===== config.mk =====
export PLATFORM = sky130hd
export DESIGN_NAME = vcs_ctrl
export DESIGN_NICKNAME = d
export VERILOG_FILES = /design/src/hw/rtl/vcs_pkg.sv /design/src/hw/rtl/vcs_ctrl.sv
export SDC_FILE = /design/constraint.sdc
export NUM_CORES = 1
export LEC_CHECK = 0
export ABC_CLOCK_PERIOD_IN_PS = 5100
export BUFFER_PORTS_ARGS = -buffer_cell sky130_fd_sc_hd__clkbuf_2
export CORE_AREA = 5 5 42 44
export DETAILED_ROUTE_END_ITERATION = 12
export DIE_AREA = 0 0 47 49
export PLACE_DENSITY = 0.8
export SLEW_MARGIN = 20
export SYNTH_ARGS = -nofsm -noshare
export SYNTH_HDL_FRONTEND = slang
export SYNTH_SLANG_ARGS = --single-unit

===== constraint.sdc =====
create_clock -name clk -period 5.1 [get_ports clk]
set_clock_uncertainty 0.2 [all_clocks]
set_input_delay 0.255 -clock clk [delete_from_list [all_inputs] [get_ports clk]]
set_output_delay 0.255 -clock clk [all_outputs]
set_load 0.05 [all_outputs]

===== src/hw/rtl/vcs_pkg.sv =====
`default_nettype none
// ----------------------------------------------------------------------------
// vcs_pkg
// Shared widths, command and status types for the cosine similarity block.
// ----------------------------------------------------------------------------
package vcs_pkg;

  localparam int ELEMENT_WIDTH = 16;
  localparam int FRAC_DEF     = 12;
  localparam int MAXLEN_DEF   = 1024;
  localparam int DOT_W        = 42;
  localparam int SQ_W         = 41;
  localparam int OUT_FRAC     = 14;
  localparam int OUT_W        = 16;
  localparam int MAG_W        = OUT_FRAC + 1;
  // dot^2 fits in 84 bits, shifted by 2*OUT_FRAC+2 gives 114; product of sums is 82 bits
  localparam int WIDE_W       = 2 * DOT_W + 2 * OUT_FRAC + 2;
  localparam int PROD_W       = 2 * SQ_W;
  localparam int PART_W       = 21;

  // controller to datapath
  typedef struct packed {
    logic acc_en;      // accumulate the input pair
    logic acc_clr;     // clear accumulators
    logic snap;        // capture accumulators for the final stage
    logic mul_step;    // advance the wide multiplier one partial product
    logic mul_sel;     // 0: dot^2, 1: sum_a*sum_b
    logic srch_init;   // start the magnitude search
    logic srch_sq;     // square the odd candidate, clear the product sum
    logic srch_mac;    // add one partial product of odd^2 * prod
    logic srch_step;   // compare and narrow the search interval
    logic res_load;    // load result register
  } vcs_cmd_t;

  // datapath to controller
  typedef struct packed {
    logic zero;        // either norm is zero
    logic srch_done;   // search interval closed
  } vcs_sts_t;

endpackage
`default_nettype wire


===== src/hw/rtl/vcs_ctrl.sv =====
`default_nettype none
// ----------------------------------------------------------------------------
// vcs_ctrl
// Sequencer: accumulate pairs, then run the wide multiplies and the search.
// ----------------------------------------------------------------------------
module vcs_ctrl
  import vcs_pkg::*;
(
  input  wire logic     clk,
  input  wire logic     rst,
  input  wire logic     in_fire,
  input  wire logic     in_last,
  input  wire logic     out_busy,
  input  vcs_sts_t      sts,
  output logic          in_rdy,
  output logic          res_valid_set,
  output vcs_cmd_t      cmd
);

  localparam logic [2:0] S_ACC  = 3'd0;
  localparam logic [2:0] S_MULA = 3'd1;
  localparam logic [2:0] S_MULB = 3'd2;
  localparam logic [2:0] S_SRCH = 3'd3;
  localparam logic [2:0] S_SRW  = 3'd4;
  localparam logic [2:0] S_DONE = 3'd5;

  logic [2:0] state, state_next;
  logic [2:0] step, step_next;   // sub-step count, 0..5

  always_ff @(posedge clk) begin
    if (rst) begin
      state <= S_ACC;
      step  <= '0;
    end else begin
      state <= state_next;
      step  <= step_next;
    end
  end

  always_comb begin
    state_next    = state;
    step_next     = step;
    cmd           = '0;
    in_rdy        = 1'b0;
    res_valid_set = 1'b0;
    case (state)
      S_ACC: begin
        in_rdy     = 1'b1;
        cmd.acc_en = in_fire;
        if (in_fire && in_last) begin
          state_next = S_MULA;
          step_next  = '0;
        end
      end
      S_MULA: begin
        if (step == 3'd0) begin
          // let the last product land in the accumulators
          step_next = 3'd1;
        end else if (step == 3'd1) begin
          cmd.snap    = 1'b1;
          cmd.acc_clr = 1'b1;
          step_next   = 3'd2;
        end else begin
          cmd.mul_step = 1'b1;
          cmd.mul_sel  = 1'b0;
          if (step == 3'd5) begin
            step_next  = '0;
            state_next = S_MULB;
          end else begin
            step_next = step + 3'd1;
          end
        end
      end
      S_MULB: begin
        cmd.mul_step = 1'b1;
        cmd.mul_sel  = 1'b1;
        if (step == 3'd3) begin
          step_next  = '0;
          state_next = S_SRCH;
        end else begin
          step_next = step + 3'd1;
        end
      end
      S_SRCH: begin
        cmd.srch_init = 1'b1;
        state_next    = S_SRW;
      end
      S_SRW: begin
        // one search step: square, four partial products, compare
        if (step == 3'd0 && (sts.srch_done || sts.zero)) begin
          state_next = S_DONE;
        end else begin
          case (step)
            3'd0:    cmd.srch_sq   = 1'b1;
            3'd5:    cmd.srch_step = 1'b1;
            default: cmd.srch_mac  = 1'b1;
          endcase
          step_next = (step == 3'd5) ? 3'd0 : step + 3'd1;
        end
      end
      S_DONE: begin
        if (!out_busy) begin
          cmd.res_load  = 1'b1;
          res_valid_set = 1'b1;
          state_next    = S_ACC;
        end
      end
      default: state_next = S_ACC;
    endcase
  end

endmodule
`default_nettype wire


==> impl_metrics.toml, run 1 <==
[grt]
grt_max_degree = 17
grt_pass1_wl_um = 2660
grt_util_all_layers = 0.155
antenna_found_initial = 0
grt_pass1_vias = 605
gr-total-overflow = 0

[power]
peakVddDrop_mv = 0.279
leakage_nw = 0.321
p_per_area_nw_per_um2 = 386

[floorplan]
start_util = 0.489
die_h_um = 49
chipWidth_um = 47
fp.coreArea_um2 = 1400
row_count = 14
dieArea_um2 = 2300
ios = 19

[worst_hold_path]
hold_path.class = "input port to flip-flop"
whs_endpoint = "state[0]$_SDFFE_PP0P_"
whs_path_depth = 2
worstHoldStart = "rst"

[sta]
timing.hold.ws_ns = 0.0433
fin_setup_tns_ns = 0
max_freq_ghz = 0.420
finalSetupViolCount = 0
slew_viol_final = 0
worst_slew_pin_slew_ns = 0.632
hold_viol_final = 0
period_share = 0.467
min_period_ns = 2.38
postLayoutSetupSlackWorst_ns = 2.72
slew_headroom = 0.578
rsz0062_at_grt = "no"

[logic_synthesis]
synthSimpleGateAreaFrac = 0.308
synth_top_area_frac = 0.175
synth-compound-area-share = 0.296
synth-seq-cells = 6
synth-edff-count = 0
synth_mux_area_frac = 0
synth_warnings = 0
synthCells = 86
synth_top_family_by_area = "simple AND/OR/NAND/NOR gates"
async_reset_ff_frac = 0
synth_xor_xnor_area_share = 0.0128
seq_area_frac_synth = 0.175
synth.net_count = 98
synth_cell_types = 40
synth_area_per_cell_um2 = 7.97
ys_top_cells_by_area = "dfxtp_1 (18%), ha_1 (9.1%), nor2_1 (5.5%)"
synth_fa_ha_area_frac = 0.0912
synth_ff_type = "dfxtp_1"
yosysTopAreaCell = "dfxtp_1"
netlist_area_um2 = 686

[finish]
layout_commonest_cell = "clkbuf_2"
drive_gt1_frac = 0.280
diodes = 0
mostFrequentLayoutCells = "clkbuf_2 (18), nor2_1 (10), inv_1 (6), dfxtp_1 (6)"
area_growth_pct = 10.9
fin_nets = 114
instances_no_fill = 116
fin_area_um2 = 761

[worst_setup_path]
crit_arrival_ns = 1.93
path_cells = "inv_1 -> nor2_1 -> o21ai_0 -> a21oi_1 -> clkbuf_2"
cp_top_family = "flip-flops"
r2r-start = "step[0]$_SDFFE_PP0P_"
crit_buf_inv = 2
setup.worst_path.start_class = "flip-flop"
reg2reg_depth = 7
rrSetupSlack_ns = 3.05
cp_data_required_time_ns = 4.64
cp_slowest_cell = "dfxtp_1"
worstSetupEndpointType = "output port"
worstSetupPathType = "flip-flop to output port"
critPathMaxStageDelay_ns = 0.72
rr_endpoint = "state[1]$_SDFFE_PP0P_"
critPathMaxFanout = 16

[clock_tree]
cts_setup_buffers = 0
cts_resized = 0
cts.sinks = 6
clkTransAtPathRegs_ns = 0.04
clockBufferDepth = 2
numCtsBuffers = 3
holdBufCountCts = 0
worstSkewPairLatency_ns = 0.24
cts_root_buf = "clkbuf_4"
htreeDepth = 1
cts_tree = "done"

[detailed_routing]
met3WireLength_um = 96
wire_per_inst_um = 14.2
wl_met2_um = 803
ant_nets = 0
drt-pass1-iter-count = 5
wirelength_met1_um = 735
routed_via_density = 5.81
drc_errors = 0
drtIter0Drc = 24
highest_layer = "met4"
via_count = 674
wl_um = 1650

[job]
cap_violations = 0

[placed_design]
portBuffers = 18
place_inst = 113
gp_congestion = 0.844
dpl_cell_area_um2 = 738
dp_slack_ns = 3.00
hpwlAfterDp_um = 1280

[status]
outcome = "finished, final reports clean"
==> logic make-up after synthesis <==
kind of cell             count (synthesis)
AO/OA/AOI/OAI                           24
XOR/XNOR                                 1
adder cells (fa/ha/maj)                  5
buffers and inverters                   13
flip-flops                               6
AND/OR/NAND/NOR                         37
==> worst reg2reg max path, stage by stage (launching register included) <==
cell and delay, ns:
dfxtp_1 0.35, ha_1 0.23, ha_1 0.21, nor3b_1 0.25, nor2b_1 0.09, o32ai_2 0.33, o22a_1 0.21, nor3_1 0.04
==> power by group <==
part           switching [mW]  internal (mW)  total [mW]
sequential             0.0226         0.0542      0.0768
clock                  0.0165         0.0266      0.0431
combinational           0.111         0.0623       0.174
==> through the flow <==
| step | total power [mW] | util |
|---|---|---|
| 6_report | 0.293 | 0.543 |
| 5_1_grt | 0.316 | 0.543 |
| 4_1_cts | 0.295 | 0.543 |
| 3_5_place_dp | 0.251 | 0.527 |
| 3_3_place_gp | 0.247 | 0.527 |
| 2_1_floorplan | 0.228 | - |
==> cell usage after synthesis (2+ instances only) <==
cell and n:
nor4_1 2, nand2b_1 5, buf_4 2, nor2_1 10
o21ai_0 2, a21oi_1 3, a21oi_2 2, o211ai_1 3
ha_1 5, nor2b_1 3, nor3b_1 2, inv_1 6
dfxtp_1 6, nand2_1 3, nor3_1 4, a211oi_1 2
buf_6 3
==> sequential cells by signal (all words and copies together), names as in the netlist <==
| signal | cells |
|---|---|
| state | 3 |
| step | 3 |
==> final cells by class <==
class | count | area [um^2]
Multi-Input combinational cell | 67 | 485
Clock buffer | 3 | 22.5
Timing Repair Buffer | 18 | 90.1
Tap cell | 16 | 20.0
Fill cell | 137 | 641
Inverter | 6 | 22.5
Sequential cell | 6 | 120
==> worst max path at each step <==
stage / to / startpoint / slack, ns / cells after the start
floorplan: cmd[3] / step[0]$_SDFFE_PP0P_ / 2.19 / 5
global placement: cmd[6] / state[0]$_SDFFE_PP0P_ / 3.02 / 5
detailed placement: cmd[6] / state[0]$_SDFFE_PP0P_ / 3.00 / 5
CTS: cmd[6] / state[0]$_SDFFE_PP0P_ / 2.73 / 5
global route: cmd[6] / state[0]$_SDFFE_PP0P_ / 2.58 / 5
finish: cmd[6] / state[0]$_SDFFE_PP0P_ / 2.72 / 5
==> per-layer routing <==
| layer | GRT usage | vias to the layer above |
|---|---|---|
| met5 | 0 | - |
| met4 | 0.0645 | 0 |
| met3 | 0.0332 | 2 |
| met2 | 0.235 | 20 |
| met1 | 0.205 | 314 |
| li1 | - | 338 |
Note: power is estimated with default switching activity, not from simulation.
==> inputs of run 2 (changes only) <==
--- a/config.mk
+++ b/config.mk
@@ -5,12 +5,12 @@
 export SDC_FILE = /design/constraint.sdc
 export NUM_CORES = 1
 export LEC_CHECK = 0
-export ABC_CLOCK_PERIOD_IN_PS = 5100
+export ABC_CLOCK_PERIOD_IN_PS = 2300
 export BUFFER_PORTS_ARGS = -buffer_cell sky130_fd_sc_hd__clkbuf_2
-export CORE_AREA = 5 5 42 44
+export CORE_MARGIN = 5
+export CORE_UTILIZATION = 50
 export DETAILED_ROUTE_END_ITERATION = 12
-export DIE_AREA = 0 0 47 49
-export PLACE_DENSITY = 0.8
+export PLACE_DENSITY = 0.78
 export SLEW_MARGIN = 20
 export SYNTH_ARGS = -nofsm -noshare
 export SYNTH_HDL_FRONTEND = slang
==> constraint.sdc (replaced) <==
create_clock -name clk -period 2.3 [get_ports clk]
set_clock_uncertainty 0.2 [all_clocks]
set_input_delay 0.115 -clock clk [delete_from_list [all_inputs] [get_ports clk]]
set_output_delay 0.115 -clock clk [all_outputs]
set_load 0.05 [all_outputs]
==> run 2 against run 1 <==
  * Non-clock buffer count rose by 3
  * Sequential power increased by 110%
  * Count of clock-buffer cells in the layout unchanged
  * Die area shrank 4.0%
  * Clock power grew 110%
  * Critical path depth unchanged
  * Global-route usage up 0.14 points
  * Power up 120%
  * Routed wire length down 1.8%
  * Critical path type unchanged
  * Largest power group unchanged
==> impl_metrics.toml, run 2 (synthesis gave the netlist of run 1 again) <==
[detailed_routing]
routed_via_density = 5.82
via_count = 687
drtIter0Drc = 14
drt-pass1-iter-count = 4
ant_nets = 0
wl_um = 1620
wire_per_inst_um = 13.8
drc_errors = 0

[placed_design]
hpwlAfterDp_um = 1310
gp_congestion = 0.826
portBuffers = 18
dpl_cell_area_um2 = 758

[floorplan]
ios = 19
fp.coreArea_um2 = 1300
chipWidth_um = 47.0
die_h_um = 47.0
row_count = 13
start_util = 0.527
dieArea_um2 = 2210

[worst_setup_path]
r2r-start = "step[0]$_SDFFE_PP0P_"
reg2reg_depth = 7
worstSetupPathType = "flip-flop to output port"
cp_top_family = "flip-flops"
setup.worst_path.start_class = "flip-flop"
cp_data_required_time_ns = 1.99
crit_buf_inv = 2
path_cells = "inv_1 -> nor2_1 -> o21ai_0 -> a21oi_1 -> clkbuf_2"
critPathMaxStageDelay_ns = 0.62
critPathMaxFanout = 12
worstSetupEndpointType = "output port"
cp_slowest_cell = "dfxtp_1"
crit_arrival_ns = 1.76
rrSetupSlack_ns = 0.26
rr_endpoint = "state[1]$_SDFFE_PP0P_"

[finish]
area_growth_pct = 15.3
fin_nets = 117
largestRegisters = "state (3), step (3)"
fillers = 122
mostFrequentLayoutCells = "clkbuf_2 (18), nor2_1 (10), inv_1 (6), dfxtp_1 (6)"
fin_area_um2 = 791
utilization = 0.608
drive_gt1_frac = 0.301
diodes = 0
layout_commonest_cell = "clkbuf_2"

[clock_tree]
numCtsBuffers = 3
clockBufferDepth = 2
cts_root_buf = "clkbuf_4"
cts.sinks = 6
cts_tree = "done"
worstSkewPairLatency_ns = 0.23
htreeDepth = 1
clkTransAtPathRegs_ns = 0.04

[power]
p_per_area_nw_per_um2 = 831
switchingPower_mw = 0.332
p_int_mw = 0.326
peakVddDrop_mv = 0.592
clkPwrFrac = 0.139
leakage_nw = 0.336
p_seq_frac = 0.248
p_sw_frac = 0.505
comb_power_share = 0.613

[sta]
fin_setup_tns_ns = 0
worst_slew_pin_slew_ns = 0.500
finalSetupViolCount = 0
hold_viol_final = 0
period_share = 0.904
slew_headroom = 0.666
max_freq_ghz = 0.481
timing.hold.ws_ns = 0.164
min_period_ns = 2.08
rsz0062_at_grt = "no"
slew_viol_final = 0

[job]
cap_violations = 0

[grt]
grt_max_degree = 13
antenna_found_initial = 0
gr-total-overflow = 0
grt_util_all_layers = 0.157
grt_pass1_wl_um = 2590
grt_pass1_vias = 622

[worst_hold_path]
whs_endpoint = "step[0]$_SDFFE_PP0P_"
whs_path_depth = 4
hold_path.class = "input port to flip-flop"
worstHoldStart = "in_last"

[status]
outcome = "finished, final reports clean"
run 2: cell count changes in the layout (fill, tap and decap cells not counted), sizes merged:
cell,delta
buf,+2
dlygate4sd3,+1
run 2: worst min-delay path, delay by kind of cell:
| family | cells | cell delay [ns] |
|---|---|---|
| AO/OA/AOI/OAI | 3 | 0.33 |
| buffers and inverters | 1 | 0.09 |
run 2: worst max path at each step:
stage,from,endpoint,slack [ns],cells past startpoint
2_1_floorplan,step[0]$_SDFFE_PP0P_,cmd[2],0.009,6
3_3_place_gp,step[0]$_SDFFE_PP0P_,state[1]$_SDFFE_PP0P_,0.37,7
4_1_cts,state[0]$_SDFFE_PP0P_,cmd[6],0.22,5
6_report,state[0]$_SDFFE_PP0P_,cmd[6],0.22,5
3_5_place_dp,step[0]$_SDFFE_PP0P_,state[1]$_SDFFE_PP0P_,0.29,7
5_1_grt,state[0]$_SDFFE_PP0P_,cmd[6],0.08,5
run 2: layout make-up:
class,count,area (um^2),area share
multi-input cells,67,492,0.622
flip-flops and latches,6,120,0.152
repair buffers,21,115,0.146
clock buffers,3,22.5,0.0285
inverters,6,22.5,0.0285
well taps,15,18.8,0.0237
run 2: through the flow:
| stage | instances | power (mW) | setup slack, ns |
|---|---|---|---|
| after floorplan | 86 | 0.508 | 0.00929 |
| after global placement | 114 | 0.557 | 0.368 |
| after detailed placement | 114 | 0.563 | 0.289 |
| after CTS | 118 | 0.660 | 0.221 |
| after global routing | 118 | 0.699 | 0.0764 |
| final | 118 | 0.657 | 0.220 |
run 2: repair_timing:
item                       CTS  global route
hold buffers                 1             0
gates resized for setup      0             0
setup endpoints to repair    0             0
setup buffers                0             0
hold endpoints to repair     5             0
run 2: layer usage:
| layer | vias up | routed length (um) | global-route usage | share of wire |
|---|---|---|---|---|
| met5 | - | 0 | 0 | 0 |
| met4 | 0 | 0 | 0.0663 | 0 |
| met3 | 0 | 112 | 0.0115 | 0.069 |
| met2 | 27 | 795 | 0.263 | 0.49 |
| met1 | 318 | 715 | 0.205 | 0.44 |
| li1 | 342 | - | - | - |
run 2: power by group through the flow:
stage | registers, mW | clock network (mW) | logic [mW]
6_report | 0.163 | 0.0914 | 0.403
5_1_grt | 0.168 | 0.0967 | 0.434
4_1_cts | 0.162 | 0.0950 | 0.403
3_5_place_dp | 0.163 | 0 | 0.400
3_3_place_gp | 0.162 | 0 | 0.395
2_1_floorplan | 0.139 | 0 | 0.369
